[src/sv/sts_pkg.sv]
// ----------------------------------------------------------------------------
// sts_pkg
// shared types and constants for the segment tree sum/count core
// ----------------------------------------------------------------------------
package sts_pkg;

    localparam int LEAVES_DEF = 1024;

    localparam int SUM_W = 42;
    localparam int CNT_W = 11;
    localparam int POS_W = 10;
    localparam int VAL_W = 32;
    localparam int RNG_W = 11;

    // request action codes
    localparam logic ACT_SET   = 1'b0;
    localparam logic ACT_QUERY = 1'b1;

    // one tree node: sum of leaf values and count of set leaves below it
    typedef struct packed {
        logic [SUM_W-1:0] sum;
        logic [CNT_W-1:0] cnt;
    } node_t;

    typedef enum logic [1:0] {
        ACC_HOLD,
        ACC_CLEAR,
        ACC_LOAD,
        ACC_ADD
    } acc_op_t;

    typedef struct packed {
        acc_op_t op;
        node_t   operand;
    } acc_ctrl_t;

endpackage

[src/sv/sts_acc.sv]
// ----------------------------------------------------------------------------
// sts_acc
// shared node adder with accumulator, used by both the update path walk and
// the range query walk
// ----------------------------------------------------------------------------
module sts_acc (
    input  logic               clk,
    input  sts_pkg::acc_ctrl_t ctrl,
    input  sts_pkg::node_t     rdata,
    output sts_pkg::node_t     acc,
    output sts_pkg::node_t     total
);
    import sts_pkg::*;

    node_t acc_reg;
    node_t acc_next;

    // sums wrap at the node widths
    always_comb
    begin
        total.sum = acc_reg.sum + rdata.sum;
        total.cnt = acc_reg.cnt + rdata.cnt;
    end

    always_comb
    begin
        case (ctrl.op)
            ACC_CLEAR: acc_next = '0;
            ACC_LOAD:  acc_next = ctrl.operand;
            ACC_ADD:   acc_next = total;
            default:   acc_next = acc_reg;
        endcase
    end

    always_ff @(posedge clk)
    begin
        acc_reg <= acc_next;
    end

    assign acc = acc_reg;

endmodule

[config.mk]
export PLATFORM = sky130hd
export DESIGN_NAME = sts_acc
export DESIGN_NICKNAME = d
export VERILOG_FILES = /design/src/sv/sts_pkg.sv /design/src/sv/sts_acc.sv
export SDC_FILE = /design/constraint.sdc
export NUM_CORES = 1
export LEC_CHECK = 0
export BUFFER_PORTS_ARGS = -buffer_cell sky130_fd_sc_hd__buf_2
export CORE_MARGIN = 2
export CORE_UTILIZATION = 55
export CTS_BUF_LIST = sky130_fd_sc_hd__clkbuf_4 sky130_fd_sc_hd__clkbuf_8
export DETAILED_ROUTE_END_ITERATION = 7
export PLACE_DENSITY_LB_ADDON = 0.2
export REMOVE_ABC_BUFFERS = 1
export SLEW_MARGIN = 0
export SYNTH_ARGS = -nofsm -noshare
export SYNTH_HDL_FRONTEND = slang
export SYNTH_SLANG_ARGS = --single-unit
[constraint.sdc]
create_clock -name clk -period 8 [get_ports clk]
set_clock_uncertainty 0.1 [all_clocks]
set_input_delay 1.2 -clock clk [delete_from_list [all_inputs] [get_ports clk]]
set_output_delay 1.2 -clock clk [all_outputs]
set_load 0.1 [all_outputs]
# Yosys cells after proc, flatten, opt, wreduce, memory -nomap -nowiden
# Index checks and enable logic that the tools add are counted.
# Widths: inputs -> output; s select.
[word_totals] in_bits=109 reg_bits=53 out_inout_bits=106
[op_classes] reduce_logical=1 n_addsub=2 mux=1 n_eq_ne=3
[op_table] op="$pmux 53 s3" count=1
[op_table] op="$add 42x42->42" count=1
[op_table] op="$add 11x11->11" count=1
[op_table] op="$eq 2x2->1 const B" count=2
[op_table] op="$reduce_bool 3->1" count=1
[op_table] op="$eq 2x1->1 const B" count=1

# Depth between registers and ports, before layout
# Gate-level depths: netlist of the first run.
[depth] ltp_word=2 mapped_depth=11 mapped_depth_nobuf=11

# Worst setup path before layout of the first run
# Ideal clock, no wire load.
[synth_timing] path_type="input-to-output" start="input port rdata[11] (netlist bit)" end="output port total[39] (netlist bit)" arrival_ps=4519 path_buffers=0 path_slack_ps=2181 cell_stages=10 path_cell_list="ha_1 > inv_1 > fa_1 > nand2b_1 > a21oi_1 > o211ai_1 > a211oi_2 > nor2_1 > o31ai_1 > xor2_1"
[synth_lines] element="from (decl)" line_no="sts_acc.sv:9" rtl="input sts_pkg::node_t rdata,"
[synth_lines] element="to (decl)" line_no="sts_acc.sv:11" rtl="output sts_pkg::node_t total"

==> results of run 1 <==
## stage by stage
stage	total power, mW	instances
after detailed placement	2.20	919
after global placement	2.18	919
after CTS	2.43	927
after floorplan	1.92	567
after global routing	2.52	927
final	2.43	927
## Yosys cell counts, types with 3 or more instances
library cell,count
o21ai_1,3
o211ai_1,8
a22o_1,9
buf_1,5
ha_1,51
xnor2_1,33
and4_1,4
xor2_1,17
a21o_1,29
a22oi_1,3
o21bai_1,9
nand4_1,10
and3_1,7
a21oi_1,52
nor4_1,5
nor2_1,61
o31ai_1,4
nand2_1,40
nand2b_1,5
edfxtp_1,53
clkbuf_1,17
buf_2,10
o21ai_0,17
inv_1,18
a31oi_1,7
nand3_1,18
a21boi_1,3
nor3_1,12
and2_1,3
a211o_1,3
mux2i_1,36
a221o_1,3
or3_1,3
## cells by family after synthesis
logic type / count (synthesis)
AO/OA/AOI/OAI: 181
AND/OR/NAND/NOR: 174
XOR/XNOR: 51
adder cells (fa/ha/maj): 53
flip-flops: 53
buffers and inverters: 53
multiplexers: 36
## where the power goes
| part | switching [mW] | internal, mW | leakage [nW] |
|---|---|---|---|
| logic | 1.48 | 0.339 | 2.67 |
| clock network | 0.103 | 0.125 | 0.0681 |
| registers | 0.0228 | 0.357 | 0.574 |
| total | 1.61 | 0.821 | 3.31 |
## worst paths after layout
check               startpoint                 to  slack, ns
max                  rdata[11]          total[39]       2.58
min reg2reg  acc[11]$_DFFE_PP_  acc[11]$_DFFE_PP_       0.68
min          acc[11]$_DFFE_PP_  acc[11]$_DFFE_PP_       0.68
max reg2reg  acc[11]$_DFFE_PP_  acc[45]$_DFFE_PP_       4.85
## cell usage in the layout (no fill, tap or decap), types with 10 or more instances in the layout
master	count
a21o_1	29
a21oi_1	52
buf_2	214
edfxtp_1	53
ha_1	51
inv_1	18
mux2i_1	36
nand2_1	39
nand3_1	18
nand4_1	10
nor2_1	61
nor3_1	12
o21ai_0	17
xnor2_1	33
xor2_1	17
## final cells by class
class | count | area [um^2]
multi-input combinational | 495 | 3580
fill | 845 | 2990
sequential | 53 | 1590
timing repair buffer | 219 | 1110
tap | 133 | 166
inverter | 19 | 71.3
clock buffer | 5 | 68.8
clock inverter | 3 | 65.1
## worst max-delay path: cells and delay by family
family,cells,cell delay (ns)
AOI/OAI and AO/OA,4,1.18
adders and majority gates,2,0.62
buffers and inverters,3,0.59
and+or+nand+nor,2,0.34
xor gates and xnor gates,1,0.19
## per-layer routing
metal	vias to the layer above	track usage (%)	share of wire [%]
li1	2627	-	-
met1	2554	33.6	41
met2	262	49.9	49
met3	35	5.56	7.5
met4	0	10.0	2.7
met5	-	0	0
==> metrics.txt, run 1 <==
status finished clean; Ant. Diodes 0; Seq cells post-synth 53; dpl hpwl 12.1 mm; Placed Area 6520 um^2; design area 6650 um^2; clock slew at reported path FFs 0.11 ns; sequential area share after synthesis 29.5%; Via density 5.91; initial antenna violation count 0; Peak VDD IR 0.000304 V; Netlist cell types 67; Mapped Area 5390 um^2; largest area contributor in the netlist edfxtp_1; layout cells sized above 1 30.7%; startpoint types input port; Iter 0 DRT Violations 237; Num CTS Buffers 5; largest family of logic cells by synthesized area compound AO/OA/AOI/OAI gates; post-synthesis xor/xnor area fraction 8.43%; die area 10600 um^2; Crit Path Class in -> out; Routed WL per cell 17.0 um; Setup Viol. Count Final 0; Routed Antenna Nets 0; period utilization 67.7%; CP max FO 4; worst reg-to-reg path cell count 11; Static Leak 3.31 nW; CTS root buffer clkbuf_8; CP Cell Sequence buf_2 > ha_1 > inv_1 > fa_1 > nand2b_1 > a21oi_1 > o211ai_1 > a211oi_2 > nor2_1 > o31ai_1 > xor2_1 > buf_2; relative slew slack 48.9%; Post-Synth Adder-Cell Area 12.6%; Hold Path Class reg -> reg; gpl congestion 0.938; Initial Util 55.9%; drt drc 0; Synthesis Warnings 0; mean area per synthesized cell 8.97 um^2; nets 955; min Tclk post-route 5.42 ns; routed wire length 15.8 mm; CTS tree built; critical path data arrival time 4.12 ns; Synth area leaders edfxtp_1 30%, ha_1 12%, mux2i_1 6.7%; number of flops mapped to enable cells by yosys 53; I/O pins 215; FFs w/ async S/R, synth 0%; Clk Latency, worst-skew pair 0.32 ns; clk buf depth 2; CP max stage cell o31ai_1; multiplexer share of the synthesized area 6.69%; clock sinks 53; Worst path most repeated cell buf_2; Final Worst Setup Slack 2.58 ns; Global Route Usage Sum 28.0%; CP peak stage delay 0.46 ns; Final Hold Slack 0.677 ns; die width 103 um; CTS H-tree depth 2; Peak Freq 185 MHz; vias in the first global route 5252; Pwr Density 366 nW/um^2; PortBufs 214; final slew viol count 0; post-CTS setup buffer count 0; Synth Area in Compound Gates 23.6%; core area 9640 um^2; Synth Flop Type edfxtp_1; Slew @ Worst Pin 0.766 ns; Mapped Cells 601; CTS hold repair buffers 0; max cap viols 0; top-area cell type share of the netlist area 29.5%; num rows 36; Resized Gates After CTS 0; drt pass-1 iters 5; worst hold path cell count 3; detailed-route via count 5478; critical path required time 6.70 ns; Largest register FFs 53; final hold vios 0; grt ovf 0; Die Ht 103 um; Crit. End Element output pin; Place WS 2.61 ns; largest net degree at the start of global routing 50; Final Util 69.0%; RSZ-0062 raised after global routing false; area delta synth->final 23.4%; first-pass GRT wire length 23.7 mm; setup TNS 0 ns; Post-Synth Simple-Gate Area 15.1%
No activity file was read; power rests on OpenSTA's default activity.
==> inputs of run 2 (changes only) <==
Settings changed: CORE_UTILIZATION 55 to 46.
Clock period 8 ns to 4.5 ns, I/O delays scaled along.
==> run 2 against run 1 <==
Wire length up 5.3%. Worst hold slack lost 0.16 ns. Sequential power increased by 78%.
==> metrics.txt, run 2 (synthesized netlist as in run 1, its figures left out) <==
nets 958; Clk Latency, worst-skew pair 0.35 ns; area delta synth->final 25.5%; post-CTS setup buffer count 0; period utilization 94.1%; die width 112 um; largest net degree at the start of global routing 49; CTS H-tree depth 2; Routed Antenna Nets 0; critical path required time 3.72 ns; drt pass-1 iters 5; Peak Freq 236 MHz; critical path data arrival time 3.46 ns; worst reg-to-reg path cell count 10; R2R setup slack 1.34 ns; CTS root buffer clkbuf_8; reg2reg start acc[0]$_DFFE_PP_; switching share of total power 66.7%; Initial Util 47.2%; most frequent cells in the layout 206 x buf_2, 61 x nor2_1, 53 x edfxtp_1, 52 x a21oi_1, 51 x ha_1; Final Util 59.3%; detailed-route via count 5391; clk buf depth 2; initial antenna violation count 0; startpoint types register; die area 12600 um^2; commonest non-fill, non-tap cell in the layout buf_2; relative slew slack 49.2%; vias in the first global route 5328; Pwr Density 643 nW/um^2; RR Endpoint acc[10]$_DFFE_PP_; status finished clean; clock group share of total power 7.4%; Comb pwr share 77.0%; Routed WL per cell 17.7 um; grt met2 use 44.2%; grt ovf 0; Largest register FFs 53; Ant. Diodes 0; clock slew at reported path FFs 0.12 ns; Global Route Usage Sum 25.6%; first-pass GRT wire length 26.3 mm; Resized Gates After CTS 0; Num CTS Buffers 5; Via density 5.74; Reg power frac 15.6%; CP max FO 2; max cap viols 0; gpl congestion 0.904; I/O pins 215; layout cells sized above 1 31.0%; RSZ-0062 raised after global routing false; min Tclk post-route 4.23 ns; final hold vios 0; PortBufs 214; Iter 0 DRT Violations 302; core area 11400 um^2; Slew @ Worst Pin 0.762 ns; Peak VDD IR 0.000461 V; Crit. End Element output pin; Hold Path Class in -> reg; Net Switching 2.90 mW; worst hold path cell count 2; end of the worst hold path acc[25]$_DFFE_PP_; critical hold path startpoint ctrl[25]; CTS tree built; num rows 39; Die Ht 112 um; Static Leak 3.35 nW; setup TNS 0 ns; Crit Path Class reg -> out; Top Usage Layer GRT met2; dpl hpwl 12.7 mm; met3 global-route usage 5.67%; Setup Viol. Count Final 0; routed wire length 16.6 mm; CTS hold repair buffers 0; final slew viol count 0; grt met1 use 33.3%; clock sinks 53; Int Power 1.45 mW; drt drc 0
==> run 2: changes by cell type in the layout (fill, tap and decap cells not counted) <==
cell,change
buf_12,+8
buf_2,-8
buf_4,+3
bufinv_16,-2
clkinv_4,+2
clkinv_2,-1
inv_6,+1
==> run 2: worst max-delay path by stage <==
stage / start / cells after the start / slack (ns) / end
2_1_floorplan: acc[11]$_DFFE_PP_ / 10 / -0.68 / total[39]
3_3_place_gp: rdata[11] / 12 / 0.34 / total[39]
3_5_place_dp: rdata[11] / 12 / 0.32 / total[39]
4_1_cts: acc[0]$_DFFE_PP_ / 9 / 0.27 / total[10]
5_1_grt: acc[11]$_DFFE_PP_ / 11 / 0.04 / total[39]
6_report: acc[0]$_DFFE_PP_ / 9 / 0.27 / total[10]
==> run 2: per-stage QoR <==
| stage | instances | worst slack (ns) | hold slack (ns) | total power, mW | cell area [um^2] |
|---|---|---|---|---|---|
| 2_1_floorplan | 567 | -0.682 | 0.761 | 3.41 | 5240 |
| 3_3_place_gp | 932 | 0.342 | 0.642 | 4.01 | 6670 |
| 3_5_place_dp | 932 | 0.321 | 0.677 | 4.02 | 6670 |
| 4_1_cts | 940 | 0.269 | 0.501 | 4.35 | 6770 |
| 5_1_grt | 940 | 0.0396 | 0.510 | 4.51 | 6770 |
| 6_report | 940 | 0.265 | 0.513 | 4.35 | 6770 |
==> run 2: per-layer routing <==
layer | share of wire [%] | wire, um
met1 | 43 | 7180
met2 | 48 | 7960
met3 | 7.8 | 1290
met4 | 1.1 | 176
met5 | 0 | 0
==> run 2: power by group through the flow <==
stage	sequential [mW]	clock (mW)	combinational, mW
2_1_floorplan	1.20	0	2.21
3_3_place_gp	0.686	0	3.32
3_5_place_dp	0.689	0	3.34
4_1_cts	0.679	0.331	3.35
5_1_grt	0.688	0.340	3.48
6_report	0.678	0.323	3.35
==> run 2: worst max-delay path, stage by stage (launching register included) <==
cell and delay [ns]:
edfxtp_1 0.46, ha_1 0.25, fa_1 0.42, a21o_1 0.17, a21oi_1 0.22, o21bai_1 0.12, a2111oi_0 0.58, o31ai_1 0.21
xnor2_1 0.21, buf_2 0.46
==> run 2: area by class of cell <==
cell class,count,area [um^2]
clock buffer,5,68.8
clock inverter,3,26.3
fill,1058,4650
inverter,19,71.3
multi-input combinational,495,3580
sequential,53,1590
tap,143,179
timing repair buffer,222,1250
