===== src/sv/sts_pkg.sv =====
// ----------------------------------------------------------------------------
// sts_pkg
// shared types and constants for the segment tree sum/count core
// ----------------------------------------------------------------------------
package sts_pkg;

    localparam int LEAVES_DEF = 1024;

    localparam int SUM_W = 42;
    localparam int CNT_W = 11;
    localparam int POS_W = 10;
    localparam int VAL_W = 32;
    localparam int RNG_W = 11;

    // request action codes
    localparam logic ACT_SET   = 1'b0;
    localparam logic ACT_QUERY = 1'b1;

    // one tree node: sum of leaf values and count of set leaves below it
    typedef struct packed {
        logic [SUM_W-1:0] sum;
        logic [CNT_W-1:0] cnt;
    } node_t;

    typedef enum logic [1:0] {
        ACC_HOLD,
        ACC_CLEAR,
        ACC_LOAD,
        ACC_ADD
    } acc_op_t;

    typedef struct packed {
        acc_op_t op;
        node_t   operand;
    } acc_ctrl_t;

endpackage


===== src/sv/sts_seq.sv =====
// ----------------------------------------------------------------------------
// sts_seq
// sequencer: clearing pass after reset, leaf update with path walk to the
// root, and bottom-up range query walk
// ----------------------------------------------------------------------------
module sts_seq #(
    parameter int LEAVES = sts_pkg::LEAVES_DEF
) (
    input  logic                             clk,
    input  logic                             rst_n,
    input  logic                             req_valid,
    output logic                             req_stall,
    input  logic                             action,
    input  logic [sts_pkg::POS_W-1:0]        position,
    input  logic [sts_pkg::VAL_W-1:0]        leaf_value,
    input  logic [sts_pkg::RNG_W-1:0]        range_start,
    input  logic [sts_pkg::RNG_W-1:0]        range_end,
    input  logic                             out_free,
    output logic                             done,
    output logic                             mem_we,
    output logic [$clog2(LEAVES)+1-1:0]      mem_waddr,
    output sts_pkg::node_t                   mem_wdata,
    output logic                             mem_re,
    output logic [$clog2(LEAVES)+1-1:0]      mem_raddr,
    output sts_pkg::acc_ctrl_t               acc_ctrl,
    input  sts_pkg::node_t                   acc_total
);
    import sts_pkg::*;

    localparam int LG = $clog2(LEAVES);
    localparam int P  = 1 << LG;
    localparam int AW = LG + 1;
    localparam int NW = AW + 1;

    typedef enum logic [2:0] {
        S_CLEAR,
        S_IDLE,
        S_UP_RD,
        S_UP_WR,
        S_Q_LO,
        S_Q_HI,
        S_Q_DONE
    } state_t;

    state_t          state_reg, state_next;
    logic [AW-1:0]   clr_reg, clr_next;
    logic [AW-1:0]   node_reg, node_next;
    logic [NW-1:0]   lo_reg, lo_next;
    logic [NW-1:0]   hi_reg, hi_next;
    logic            pend_reg, pend_next;

    logic [NW-1:0]   hi_clamp;
    logic [NW-1:0]   lo_clamp;
    logic [AW-1:0]   leaf_node;
    logic [NW-1:0]   lo_dec;
    logic [NW-1:0]   hi_dec2;
    logic            req_fire;

    assign req_stall = (state_reg != S_IDLE);
    assign req_fire  = req_valid && (state_reg == S_IDLE);

    always_comb
    begin
        if (32'(range_end) > 32'(LEAVES))
        begin
            hi_clamp = NW'(LEAVES);
        end
        else
        begin
            hi_clamp = NW'(range_end);
        end
        // an empty range starts with lo equal to hi
        if (32'(range_start) >= 32'(hi_clamp))
        begin
            lo_clamp = hi_clamp;
        end
        else
        begin
            lo_clamp = NW'(range_start);
        end
    end

    assign leaf_node = AW'(32'(position) + 32'(P));
    assign lo_dec    = lo_reg - NW'(1);
    assign hi_dec2   = hi_reg - NW'(2);

    always_comb
    begin
        state_next = state_reg;
        clr_next   = clr_reg;
        node_next  = node_reg;
        lo_next    = lo_reg;
        hi_next    = hi_reg;
        pend_next  = pend_reg;
        done       = 1'b0;
        mem_we     = 1'b0;
        mem_waddr  = '0;
        mem_wdata  = '0;
        mem_re     = 1'b0;
        mem_raddr  = '0;
        acc_ctrl   = '{op: ACC_HOLD, operand: '0};

        case (state_reg)
            S_CLEAR:
            begin
                mem_we    = 1'b1;
                mem_waddr = clr_reg;
                clr_next  = clr_reg + AW'(1);
                if (&clr_reg)
                begin
                    state_next = S_IDLE;
                end
            end

            S_IDLE:
            begin
                if (req_fire)
                begin
                    if (action == ACT_SET)
                    begin
                        if (32'(position) < 32'(LEAVES))
                        begin
                            mem_we              = 1'b1;
                            mem_waddr           = leaf_node - AW'(1);
                            mem_wdata.sum       = SUM_W'(leaf_value);
                            mem_wdata.cnt       = CNT_W'(1);
                            acc_ctrl.op         = ACC_LOAD;
                            acc_ctrl.operand    = mem_wdata;
                            node_next           = leaf_node;
                            state_next          = S_UP_RD;
                        end
                    end
                    else
                    begin
                        acc_ctrl.op = ACC_CLEAR;
                        lo_next     = lo_clamp + NW'(P);
                        hi_next     = hi_clamp + NW'(P);
                        pend_next   = 1'b0;
                        state_next  = S_Q_LO;
                    end
                end
            end

            // fetch the sibling of the current path node
            S_UP_RD:
            begin
                if (node_reg == AW'(1))
                begin
                    state_next = S_IDLE;
                end
                else
                begin
                    mem_re     = 1'b1;
                    mem_raddr  = (node_reg ^ AW'(1)) - AW'(1);
                    state_next = S_UP_WR;
                end
            end

            // parent = path node + sibling
            S_UP_WR:
            begin
                acc_ctrl.op = ACC_ADD;
                mem_we      = 1'b1;
                mem_waddr   = (node_reg >> 1) - AW'(1);
                mem_wdata   = acc_total;
                node_next   = node_reg >> 1;
                state_next  = S_UP_RD;
            end

            S_Q_LO:
            begin
                if (pend_reg)
                begin
                    acc_ctrl.op = ACC_ADD;
                end
                if (lo_reg < hi_reg)
                begin
                    if (lo_reg[0])
                    begin
                        mem_re    = 1'b1;
                        mem_raddr = lo_dec[AW-1:0];
                        lo_next   = lo_reg + NW'(1);
                        pend_next = 1'b1;
                    end
                    else
                    begin
                        pend_next = 1'b0;
                    end
                    state_next = S_Q_HI;
                end
                else
                begin
                    pend_next  = 1'b0;
                    state_next = S_Q_DONE;
                end
            end

            S_Q_HI:
            begin
                if (pend_reg)
                begin
                    acc_ctrl.op = ACC_ADD;
                end
                if (hi_reg[0])
                begin
                    mem_re    = 1'b1;
                    mem_raddr = hi_dec2[AW-1:0];
                    pend_next = 1'b1;
                end
                else
                begin
                    pend_next = 1'b0;
                end
                // odd hi is decremented first, same result after the shift
                lo_next    = lo_reg >> 1;
                hi_next    = hi_reg >> 1;
                state_next = S_Q_LO;
            end

            S_Q_DONE:
            begin
                if (out_free)
                begin
                    done       = 1'b1;
                    state_next = S_IDLE;
                end
            end

            default:
            begin
                state_next = S_IDLE;
            end
        endcase
    end

    always_ff @(posedge clk or negedge rst_n)
    begin
        if (!rst_n)
        begin
            state_reg <= S_CLEAR;
            clr_reg   <= '0;
            node_reg  <= '0;
            lo_reg    <= '0;
            hi_reg    <= '0;
            pend_reg  <= 1'b0;
        end
        else
        begin
            state_reg <= state_next;
            clr_reg   <= clr_next;
            node_reg  <= node_next;
            lo_reg    <= lo_next;
            hi_reg    <= hi_next;
            pend_reg  <= pend_next;
        end
    end

endmodule

===== config.mk =====
export PLATFORM = sky130hd
export DESIGN_NAME = sts_seq
export DESIGN_NICKNAME = d
export VERILOG_FILES = /design/src/sv/sts_pkg.sv /design/src/sv/sts_seq.sv
export SDC_FILE = /design/constraint.sdc
export NUM_CORES = 1
export LEC_CHECK = 0
export ABC_AREA = 1
export ABC_CLOCK_PERIOD_IN_PS = 2250
export BUFFER_PORTS_ARGS = -buffer_cell sky130_fd_sc_hd__buf_4
export CAP_MARGIN = 15
export CORE_MARGIN = 5
export CORE_UTILIZATION = 44
export DETAILED_ROUTE_END_ITERATION = 8
export GPL_ROUTABILITY_DRIVEN = 1
export HOLD_SLACK_MARGIN = 0.06
export PLACE_DENSITY = 0.76
export SYNTH_ARGS = -nofsm -noshare
export SYNTH_HDL_FRONTEND = slang
export SYNTH_SLANG_ARGS = --single-unit

===== constraint.sdc =====
create_clock -name clk -period 2.25 [get_ports clk]
set_input_delay 0.45 -clock clk [delete_from_list [all_inputs] [get_ports clk]]
set_output_delay 0.45 -clock clk [all_outputs]
set_load 0.01 [all_outputs]

Word-level counts from Yosys, hierarchy flattened
Cells that the tools add are included.
W data, S select, Z words.
{"block": "op_classes", "n_addsub": 10, "mul": 0, "n_div": 0, "magnitude_cmp": 3, "eq_ne": 15, "shifts": 0, "muxes": 49, "bitwise_logic": 1, "n_reduce_logical": 14}
{"cell": "$mux W11", "count": 10}
{"cell": "$pmux W53 S2", "count": 1}
{"cell": "$mux W43", "count": 2}
{"cell": "$mux W12", "count": 6}
{"cell": "$pmux W11 S3", "count": 2}
{"cell": "$mux W55", "count": 1}
{"cell": "$mux W53", "count": 1}
{"cell": "$pmux W12 S3", "count": 1}
{"cell": "$sub A11 B1 Y11 const B", "count": 3}
{"cell": "$add A12 B11 Y12 const B", "count": 2}
{"cell": "$pmux W12 S2", "count": 1}
{"cell": "$pmux W11 S2", "count": 1}
{"cell": "$pmux W3 S7", "count": 1}
{"cell": "$ne A2 B2 Y1 const B", "count": 7}
{"cell": "$add A12 B1 Y12 const B", "count": 1}
{"cell": "$ge A11 B12 Y1", "count": 1}
{"cell": "$lt A12 B12 Y1", "count": 1}
{"cell": "$mux W3", "count": 4}
{"cell": "$reduce_and A3 Y1", "count": 4}
{"cell": "$add A10 B11 Y11 const B", "count": 1}
{"cell": "$add A11 B1 Y11 const B", "count": 1}
{"cell": "$eq A11 B1 Y1 const B", "count": 1}
{"cell": "$gt A11 B11 Y1 const B", "count": 1}
{"cell": "$reduce_and A11 Y1", "count": 1}
{"cell": "19 further kinds", "count": 37}
{"block": "totals", "register_bits": 50, "latch_bits": 0, "ramBits": 0, "romBits": 0, "out_inout_bits": 134, "wordCells": 99, "memories": 0}

Depth between registers and ports, before layout
Gate-level depths: netlist (run 1).
{"block": "logic_depth", "ltp_word": 8, "ltp_mapped": 17, "mapped_depth_nobuf": 16}

Least setup slack after synthesis (run 1)
OpenSTA, ideal clock, no wires.
{"block": "synth_timing", "path_type": "input -> register", "startpoint": "input port range_end[2] in the netlist's numbering", "endpoint": "register lo_reg[6]", "t_arrival_ns": 2.367, "path_slack_ns": -0.234, "stages": 17, "path_buffers": 1, "cell_sequence": "nor2_1 nand3_1 o21ai_1 nand2_1 ha_1 inv_1 nor2_1 nand2_1 nor2_1 nand2_1 nand2_1 clkbuf_1 nand2_1 nand3_1 nand2_1 nand2_1 nand2_1"}
{"block": "synth_between", "elab_chain_cells": 8}
{"item": "start: declaration", "line": "sts_seq.sv:17", "text": "input logic [sts_pkg::RNG_W-1:0] range_end,"}
{"item": "$gt A11 B11 Y1", "line": "sts_seq.sv:64", "text": "if (32'(range_end) > 32'(LEAVES))"}
{"item": "$mux W11 (*)", "line": "sts_seq.sv:64"}
{"item": "$ge A11 B12 Y1", "line": "sts_seq.sv:73", "text": "if (32'(range_start) >= 32'(hi_clamp))"}
{"item": "$mux W11 (*)", "line": "sts_seq.sv:73"}
{"item": "$add A12 B11 Y12 (*)", "line": "sts_seq.sv:136", "text": "lo_next = lo_clamp + NW'(P);"}
{"item": "$mux W12 (*)", "line": "sts_seq.sv:119", "text": "if (action == ACT_SET)"}
{"item": "$mux W12 (*)", "line": "sts_seq.sv:117", "text": "if (req_fire)"}
{"item": "$pmux W12 S3 (*)", "line": "sts_seq.sv:103", "text": "case (state_reg)"}
{"item": "end signal: assignment", "line": "sts_seq.sv:252", "text": "lo_reg <= lo_next;"}
{"item": "end: declaration", "line": "sts_seq.sv:48", "text": "logic [NW-1:0] lo_reg, lo_next;"}
Every way passes the cells marked *; elsewhere a longest branch is shown, timed or not. The select of a mux whose other input is x is not followed.
A chain may end at the register's enable or synchronous reset.

Worst setup path in the final report (run 1)
{"block": "layout_timing", "startpoint": "register node_reg[1]", "endpoint": "output port mem_raddr[9]"}
{"block": "layout_between", "elab_chain_cells": 3}
{"item": "start: declaration", "line": "sts_seq.sv:47", "text": "logic [AW-1:0] node_reg, node_next;"}
{"item": "start signal: assignment", "line": "sts_seq.sv:251", "text": "node_reg <= node_next;"}
{"item": "$sub A11 B1 Y11 / $eq A11 B1 Y1 (equally long branches)", "line": "sts_seq.sv:154, sts_seq.sv:147"}
{"item": "$mux W11 (*)", "line": "sts_seq.sv:147", "text": "if (node_reg == AW'(1))"}
{"item": "$pmux W11 S3 (*)", "line": "sts_seq.sv:103"}
{"item": "end: declaration", "line": "sts_seq.sv:24", "text": "output logic [$clog2(LEAVES)+1-1:0] mem_raddr,"}
Every way passes the cells marked *; elsewhere a longest branch is shown, timed or not.

==> results.json, run 1 <==
{
  "die_area_mm2": 0.0153,
  "wl_per_cell_um": 24.4,
  "power.leakage_nw": 5.58,
  "crit_type": "reg2out",
  "rsz0062_at_grt": "true",
  "grt_pass1_vias": 7165,
  "p_per_area_mw_per_mm2": 223,
  "synthMuxAreaShare_pct": 0,
  "clock-sinks": 50,
  "cts-root-buf": "clkbuf_16",
  "max_slew.worst_pin.slew_ns": 0.810,
  "maxCapViolations": 0,
  "ys_seq_area_share_pct": 22.1,
  "synth_top_family_by_area": "simple AND/OR/NAND/NOR gates",
  "rows": 41,
  "netlist-cell-type-count": 40,
  "ys_warn_count": 0,
  "setup_slack_ns": -0.504,
  "holdWs_ns": 0.179,
  "first_iter_violations": 1586,
  "start_kind": "flip-flop",
  "synth.top_cell.area_share_pct": 22.1,
  "syn_inst": 962,
  "die_h_um": 124,
  "cpMostUsedCell": "nor2_1",
  "r2r_cells": 11,
  "drc": 131,
  "ant_nets": 0,
  "synthAdderAreaFrac_pct": 6.40,
  "fp.coreArea_mm2": 0.0126,
  "endpoint": "mem_raddr[9]",
  "cpPeakStageDelay_ns": 0.44,
  "start_util_pct": 45.0,
  "ir_drop_v": 0.000262,
  "drt-vias-per-instance": 6.10,
  "cts_tree": "done",
  "status": "finished with violations",
  "fin_crit_sh_pct": 122,
  "yosysMostFrequentCell": "nand2_1",
  "startpoint": "node_reg[1]",
  "grt_max_degree": 51,
  "portBuffers": 235,
  "cts_buffers": 5,
  "grt_pass1_wl_um": 35300,
  "path_max_fanout": 4,
  "crit_arrival_ns": 2.30,
  "dp_hpwl_um": 17900,
  "gp_congestion": 0.963,
  "finalClockSkew_ns": 0.0186,
  "relSlewSlack_pct": 46.0,
  "pre_cts_ws_ns": -0.268,
  "synthArstFlopShare_pct": 100,
  "clk_transition_reported_paths_ns": 0.09,
  "synth_ff_type": "dfrtp_1",
  "dr.pass1.iters": 9,
  "worstPathCellList": "inv_2 > buf_6 > ha_4 > nand2_4 > nor2_4 > nand2_1 > xor2_1 > nor2_1 > nor2_1 > a21oi_2 > buf_4",
  "endpoint_kind": "primary output",
  "syn_area_mm2": 0.00567,
  "area_growth_pct": 86.4,
  "clkLatencyLatePin_ns": 0.31,
  "io_pins": 256,
  "tns_ns": -28.73,
  "worst_r2r_startpoint": "state_reg[0]",
  "synth-xor-area-share_pct": 3.55,
  "synth_common_cells": "272 x nand2_1, 153 x inv_1, 126 x nor2_1, 74 x nand3_1, 63 x o21ai_0",
  "drive_above_1_share_pct": 49.0,
  "cp.depth": 11,
  "slew_violations": 0,
  "violations": "design-rule violations, negative setup slack",
  "grt-ovfl-total": 0,
  "wl_um": 36300,
  "r2r-end": "clr_reg[9]",
  "setup_viol": 129,
  "hold_viol_final": 0,
  "cpLargestDelayFamily": "simple AND/OR/NAND/NOR gates",
  "synth-seq-cells": 50,
  "cts_hold_buffers": 0,
  "fill_cells": 662,
  "dieWidth_um": 124,
  "min_period_ns": 2.75,
  "vias": 9090,
  "cp_num_buf_inv": 3,
  "max_clock_freq_ghz": 0.363,
  "track_usage_pct": 29.7,
  "slowest_stage": "dfrtp_1",
  "synth_area_leaders": "dfrtp_1 22%, nand2_1 18%, inv_1 10%, nor2_1 8.3%, nand3_1 6.5%",
  "required_ns": 1.80,
  "hold_path.class": "in2async",
  "total_power_mw": 2.36,
  "antenna_found_initial": 1,
  "htreeDepth": 2,
  "yosys.area_share.simple_pct": 38.2,
  "syn_area_per_cell_um2": 5.90,
  "ff2ff_setup_slack_ns": -0.22,
  "clockBufferDepth": 2,
  "diodes": 0,
  "yosysTopAreaCell": "dfrtp_1",
  "synth_edf_count": 0,
  "synth_compound_area_share_pct": 13.3,
  "num-nets-final": 1467
}
[how the worst min path moves through the flow]
stage	from	to	slack (ns)	depth (start not counted)
finish	rst_n	lo_reg[8]	0.18	1
global route	rst_n	lo_reg[8]	0.25	1
CTS	rst_n	lo_reg[8]	0.21	1
detailed placement	pend_reg	pend_reg	0.47	2
global placement	hi_reg[10]	hi_reg[10]	0.47	2
floorplan	rst_n	clr_reg[0]	0.15	0
[cell usage in the layout (no fill, tap or decap), drive strengths merged]
master,synthesis,routed
a21oi,26,26
a221oi,1,1
a22oi,2,2
a31oi,7,7
buf,39,371
clkbuf,14,16
clkinv,0,1
conb,1,20
dfrtp,50,50
ha,29,29
inv,164,164
nand2,277,278
nand3,75,75
nand3b,3,3
nand4,16,16
nor2,135,135
nor3,7,7
nor4,1,1
o2111ai,1,1
o211ai,8,8
o21ai,66,66
o221ai,14,14
o22ai,1,1
o311ai,1,1
or2,1,1
xnor2,4,4
xor2,19,19
[power by group]
part / total (mW) / internal [mW] / switching (mW)
clock: 0.860 / 0.477 / 0.383
sequential: 0.900 / 0.899 / 0.000694
combinational: 0.602 / 0.273 / 0.329
[cell type report]
class                   instances  area (um^2)  share of cell area, %
inverters                     164          641                   6.06
clock inverters                 1         8.76                 0.0828
well taps                     172          215                   2.03
flip-flops and latches         50         1260                   11.9
repair buffers                380         3490                   33.0
multi-input cells             715         4810                   45.5
clock buffers                   7          153                   1.44
[per-layer routing]
layer | track usage (%) | part of all wire, % | up-vias
met1 | 34.5 | 30 | 4055
met5 | 0 | 0.036 | -
met2 | 51.6 | 44 | 918
met3 | 5.90 | 14 | 397
li1 | - | - | 3718
met4 | 15.1 | 12 | 2
[metrics by stage]
step | util (%) | std cells | area, um^2
detailed placement | 64.2 | 1421 | 8100
finish | 83.8 | 1489 | 10600
global route | 83.8 | 1489 | 10600
floorplan | - | 981 | 5770
global placement | 64.2 | 1421 | 8100
CTS | 70.6 | 1451 | 8900
[worst reg2reg max path, delay by kind of cell (launching register included)]
kind / cells / cell delay (ns)
AND/OR/NAND/NOR: 7 / 1.20
buffers and inverters: 3 / 0.54
flip-flops: 1 / 0.45
XOR/XNOR: 1 / 0.15
[repair_timing]
action                     4_1_cts  5_1_grt
hold endpoints to repair         0        0
cloned                           6       15
gates resized for setup        110      343
setup endpoints to repair       66      124
setup buffers                   16       28
pin swaps                       26       57
[logic make-up after synthesis]
logic type               Yosys count
buffers and inverters            217
AO/OA/AOI/OAI                    127
AND/OR/NAND/NOR                  515
other                              1
flip-flops                        50
XOR/XNOR                          23
adder cells (fa/ha/maj)           29
No activity file was read; power rests on OpenSTA's default activity.
==> run 2, diff against run 1 <==
==> constraint.sdc (replaced) <==
create_clock -name clk -period 2.25 [get_ports clk]
set_input_delay 0.225 -clock clk [delete_from_list [all_inputs] [get_ports clk]]
set_output_delay 0.225 -clock clk [all_outputs]
set_load 0.01 [all_outputs]
==> results.json, run 2 (synthesized netlist as in run 1, its figures left out) <==
{
  "cts_tree": "done",
  "first_iter_violations": 596,
  "htreeDepth": 2,
  "drive_above_1_share_pct": 31.4,
  "wl_per_cell_um": 15.8,
  "endpoint_kind": "primary output",
  "gp_congestion": 0.979,
  "final_common_cell": "buf_4",
  "drt-vias-per-instance": 5.11,
  "die_area_mm2": 0.0153,
  "grt_pass1_wl_um": 33600,
  "setup_viol": 11,
  "place_inst": 1392,
  "power.share.clock_pct": 39.3,
  "intPower_mw": 1.65,
  "clkLatencyLatePin_ns": 0.30,
  "r2r-end": "lo_reg[3]",
  "finalNonFillerCells": 1410,
  "endpoint": "mem_re",
  "dp_hpwl_um": 18300,
  "grt_pass1_vias": 6795,
  "ff2ff_setup_slack_ns": 0.22,
  "switching_share_pct": 25.8,
  "vias": 7205,
  "r2r_cells": 13,
  "setup_slack_ns": -0.104,
  "grt-ovfl-total": 0,
  "rows": 41,
  "num-nets-final": 1388,
  "clk_transition_reported_paths_ns": 0.07,
  "final_cell_mix": "291 x buf_4, 264 x nand2_1, 143 x inv_1",
  "diodes": 0,
  "p_comb_share_pct": 20.2,
  "worstPathCellList": "ha_4 > nand2_4 > nor2_4 > nand2_2 > nor2_2 > nand2_2 > nand2_2 > nor2_4 > buf_6 > inv_1 > nand3_2 > nand2_2 > inv_2 > buf_6",
  "start_util_pct": 45.0,
  "violations": "negative setup slack",
  "die_h_um": 124,
  "finalClockSkew_ns": 0.0138,
  "track_usage_pct": 28.0,
  "cts_buffers": 5,
  "relSlewSlack_pct": 43.6,
  "power.leakage_nw": 4.71,
  "hold_path.class": "in2reg",
  "clock-sinks": 50,
  "pre_cts_ws_ns": -0.0721,
  "holdWs_ns": 0.202,
  "max_clock_freq_ghz": 0.425,
  "rsz0062_at_grt": "true",
  "maxCapViolations": 0,
  "dieWidth_um": 124,
  "cts-root-buf": "clkbuf_16",
  "cpPeakStageDelay_ns": 0.44,
  "max_slew.worst_pin.slew_ns": 0.843,
  "status": "finished with violations",
  "ant_nets": 0,
  "min_period_ns": 2.35,
  "slowest_stage": "dfrtp_1",
  "fin_crit_sh_pct": 105,
  "wl_um": 22300,
  "area_growth_pct": 47.1,
  "required_ns": 2.03,
  "startpoint": "lo_reg[11]",
  "p_per_area_mw_per_mm2": 266,
  "antenna_found_initial": 0,
  "cpMostUsedCell": "nand2_2",
  "p_switching_uw": 573,
  "crit_type": "reg2out",
  "grt_max_degree": 51,
  "ir_drop_v": 0.000274,
  "seqPwrFrac_pct": 40.5,
  "path_max_fanout": 3,
  "slew_violations": 0,
  "io_pins": 256,
  "start_kind": "flip-flop",
  "portBuffers": 235,
  "hold_viol_final": 0,
  "fp.coreArea_mm2": 0.0126,
  "clockBufferDepth": 2,
  "crit_arrival_ns": 2.13,
  "dr.pass1.iters": 7,
  "worst_r2r_startpoint": "lo_reg[11]",
  "drc": 0
}
-- run 2: changes by cell type in the layout (fill, tap and decap cells not counted), sizes merged --
cell,before,now
dlygate4sd3,0,1
clkinv,1,2
clkbuf,16,5
bufinv,0,1
nand2,278,277
buf,371,301
-- run 2: worst max-delay path, delay by kind of cell (launching register included) --
family / cells / cell delay [ns]
fa+ha+maj: 1 / 0.33
buf+inv: 4 / 0.33
flops: 1 / 0.44
simple gates: 9 / 0.74
-- run 2: power groups by stage --
stage | logic (mW) | registers (mW) | clock network, mW
after floorplan | 0.201 | 0.917 | 0
after global placement | 0.428 | 0.917 | 0
after detailed placement | 0.434 | 0.917 | 0
after CTS | 0.440 | 0.900 | 0.875
after global routing | 0.497 | 0.899 | 0.920
final | 0.448 | 0.900 | 0.872
-- run 2: per-layer routing --
metal  part of all wire, %  track usage, %
met1                    38            34.3
met4                   3.9            10.8
met2                    50            48.4
met3                   8.6            5.54
met5                     0               0
-- run 2: cell type report --
| class | instances | area, um^2 |
|---|---|---|
| Clock buffer | 5 | 125 |
| Clock inverter | 3 | 40.0 |
| Fill cell | 1157 | 4280 |
| Inverter | 164 | 621 |
| Multi-Input combinational cell | 714 | 3770 |
| Sequential cell | 50 | 1250 |
| Tap cell | 172 | 215 |
| Timing Repair Buffer | 302 | 2320 |
-- run 2: metrics by stage --
stage	utilization (%)	power, mW	instance area, um^2	TNS (ns)
floorplan	-	1.12	5750	0
global placement	62.2	1.35	7850	-0.0171
detailed placement	62.2	1.35	7850	-0.503
CTS	65.0	2.22	8200	-0.430
global route	66.1	2.32	8340	-1.49
finish	66.1	2.22	8340	-0.706
-- run 2: worst min path at each step --
stage / endpoint / startpoint / depth (start not counted) / slack, ns
2_1_floorplan: clr_reg[0] / rst_n / 0 / -0.07
3_3_place_gp: clr_reg[10] / rst_n / 1 / 0.31
3_5_place_dp: clr_reg[7] / rst_n / 1 / 0.31
4_1_cts: node_reg[1] / position[1] / 3 / 0.21
5_1_grt: node_reg[1] / position[1] / 3 / 0.21
6_report: node_reg[1] / position[1] / 3 / 0.20
-- run 2: repair_timing --
| item | in CTS | in global routing |
|---|---|---|
| hold buffers | 1 | 0 |
| endpoints found under the setup margin | 47 | 56 |
| setup buffers | 4 | 5 |
| hold endpoints to repair | 50 | 0 |
| pin swaps | 23 | 11 |
| resized for setup | 43 | 35 |
==> run 3, diff against run 2 <==
--- a/config.mk
+++ b/config.mk
@@ -10,11 +10,11 @@
 export BUFFER_PORTS_ARGS = -buffer_cell sky130_fd_sc_hd__buf_4
 export CAP_MARGIN = 15
 export CORE_MARGIN = 5
-export CORE_UTILIZATION = 44
+export CORE_UTILIZATION = 39
 export DETAILED_ROUTE_END_ITERATION = 8
 export GPL_ROUTABILITY_DRIVEN = 1
 export HOLD_SLACK_MARGIN = 0.06
-export PLACE_DENSITY = 0.76
+export PLACE_DENSITY = 0.68
 export SYNTH_ARGS = -nofsm -noshare
 export SYNTH_HDL_FRONTEND = slang
 export SYNTH_SLANG_ARGS = --single-unit
==> results.json, run 3 (synthesized netlist as in run 1, its figures left out) <==
{
  "required_ns": 2.03,
  "ant_nets": 0,
  "fp.coreArea_mm2": 0.0144,
  "relSlewSlack_pct": 52.5,
  "wl_um": 23000,
  "setup_slack_ns": -0.0472,
  "fin_crit_sh_pct": 102,
  "finalInstanceArea_mm2": 0.00863,
  "ir_drop_v": 0.000367,
  "die_h_um": 131,
  "track_usage_pct": 24.8,
  "wl_per_cell_um": 16.0,
  "setup_viol": 17,
  "path_max_fanout": 3,
  "clockBufferDepth": 2,
  "drc": 0,
  "htreeDepth": 2,
  "gp_congestion": 0.990,
  "violations": "negative setup slack",
  "grt_pass1_vias": 6372,
  "p_switching_uw": 603,
  "clk_transition_reported_paths_ns": 0.07,
  "min_period_ns": 2.30,
  "crit_type": "reg2out",
  "switching_share_pct": 26.7,
  "fill_cells": 1458,
  "max_clock_freq_ghz": 0.435,
  "start_util_pct": 39.3,
  "power.leakage_nw": 4.79,
  "cts_tree": "done",
  "total_power_mw": 2.26,
  "hold_viol_final": 0,
  "clkLatencyLatePin_ns": 0.30,
  "diodes": 0,
  "io_pins": 256,
  "drt-vias-per-instance": 5.02,
  "vias": 7223,
  "endpoint_kind": "primary output",
  "die_area_mm2": 0.0171,
  "maxCapViolations": 0,
  "hold_path.class": "in2reg",
  "grt_max_degree": 56,
  "drive_above_1_share_pct": 34.5,
  "clock-sinks": 50,
  "final_common_cell": "buf_4",
  "seqPwrFrac_pct": 39.8,
  "dr.pass1.iters": 6,
  "area_growth_pct": 52.1,
  "intPower_mw": 1.65,
  "p_comb_share_pct": 19.9,
  "p_per_area_mw_per_mm2": 262,
  "holdWs_ns": 0.202,
  "finalClockSkew_ns": 0.00689,
  "portBuffers": 235,
  "status": "finished with violations",
  "cts-root-buf": "clkbuf_16",
  "slew_violations": 0,
  "crit_arrival_ns": 2.07,
  "num-nets-final": 1405,
  "cts_buffers": 5,
  "antenna_found_initial": 0,
  "first_iter_violations": 597,
  "dp_hpwl_um": 18600,
  "power.share.clock_pct": 40.2,
  "place_area_mm2": 0.00792,
  "dieWidth_um": 131,
  "max_slew.worst_pin.slew_ns": 0.712,
  "rows": 44,
  "grt-ovfl-total": 0,
  "start_kind": "flip-flop",
  "grt_pass1_wl_um": 33700,
  "rsz0062_at_grt": "true",
  "final_cell_mix": "304 x buf_4, 259 x nand2_1, 133 x inv_1"
}
-- run 3: cell count changes in the layout (fill, tap and decap cells not counted), moves of 3 or more --
cell | previous run | this run
nand2_2 | 11 | 15
buf_4 | 291 | 304
ha_4 | 5 | 9
nor2_4 | 9 | 12
o21ai_0 | 54 | 58
nor2_2 | 10 | 13
inv_1 | 143 | 133
inv_2 | 19 | 28
o21ai_1 | 11 | 7
nand2_1 | 264 | 259
nor2_1 | 115 | 109
-- run 3: stage by stage --
stage / worst slack [ns] / std cells / util (%) / setup TNS, ns
6_report: -0.0472 / 1439 / 59.8 / -0.454
5_1_grt: -0.145 / 1439 / 59.8 / -2.73
4_1_cts: -0.0536 / 1427 / 57.5 / -0.653
3_5_place_dp: -0.0223 / 1409 / 54.9 / -0.0756
3_3_place_gp: 0.0334 / 1409 / 54.9 / 0
2_1_floorplan: 0.102 / 981 / - / 0
-- run 3: worst max-delay path: stages (launching register included) --
cell	delay [ns]
dfrtp_1	0.42
ha_4	0.31
nand2_4	0.06
nor2_4	0.11
nand2_2	0.08
nor2_4	0.13
nor2_4	0.05
nand2_2	0.10
nor2_4	0.05
buf_6	0.12
a21oi_2	0.12
nor2_2	0.07
buf_4	0.14
-- run 3: final timing paths --
kind / from / end / slack [ns] / cells after the start
worst min register to register: pend_reg / pend_reg / 0.50 / 2
worst max-delay path: lo_reg[11] / mem_raddr[1] / -0.05 / 12
worst min-delay path: position[1] / node_reg[1] / 0.20 / 3
min in group asynchronous: rst_n / lo_reg[5] / 0.49 / 2
max in group asynchronous: rst_n / node_reg[5] / 1.21 / 2
worst max register to register: lo_reg[11] / lo_reg[4] / -0.04 / 15
-- run 3: routing by layer --
metal	routed length (um)	up-vias	GRT usage (%)
met1	9940	3278	36.4
met5	0	-	0
li1	-	3584	-
met2	10600	326	37.8
met4	513	0	5.02
met3	1940	35	4.88
-- run 3: layout make-up --
cell class	instances	area (um^2)	area share (%)
Sequential cell	50	1260	14.6
Multi-Input combinational cell	714	3870	44.8
Timing Repair Buffer	319	2480	28.8
Inverter	164	626	7.25
Tap cell	184	230	2.67
Clock inverter	3	43.8	0.508
Clock buffer	5	125	1.45
-- run 3: power groups by stage --
stage / clock network [mW] / logic [mW] / registers (mW)
floorplan: 0 / 0.201 / 0.917
global placement: 0 / 0.436 / 0.917
detailed placement: 0 / 0.441 / 0.917
CTS: 0.919 / 0.446 / 0.899
global route: 0.964 / 0.503 / 0.899
finish: 0.907 / 0.450 / 0.899
-- run 3: timing repair --
action	in CTS	in global routing
setup endpoints to repair	58	55
buffers inserted	9	11
resized for setup	40	69
gates cloned	0	1
endpoints found under the hold margin	50	0
hold buffers	1	0
pin swaps	17	31
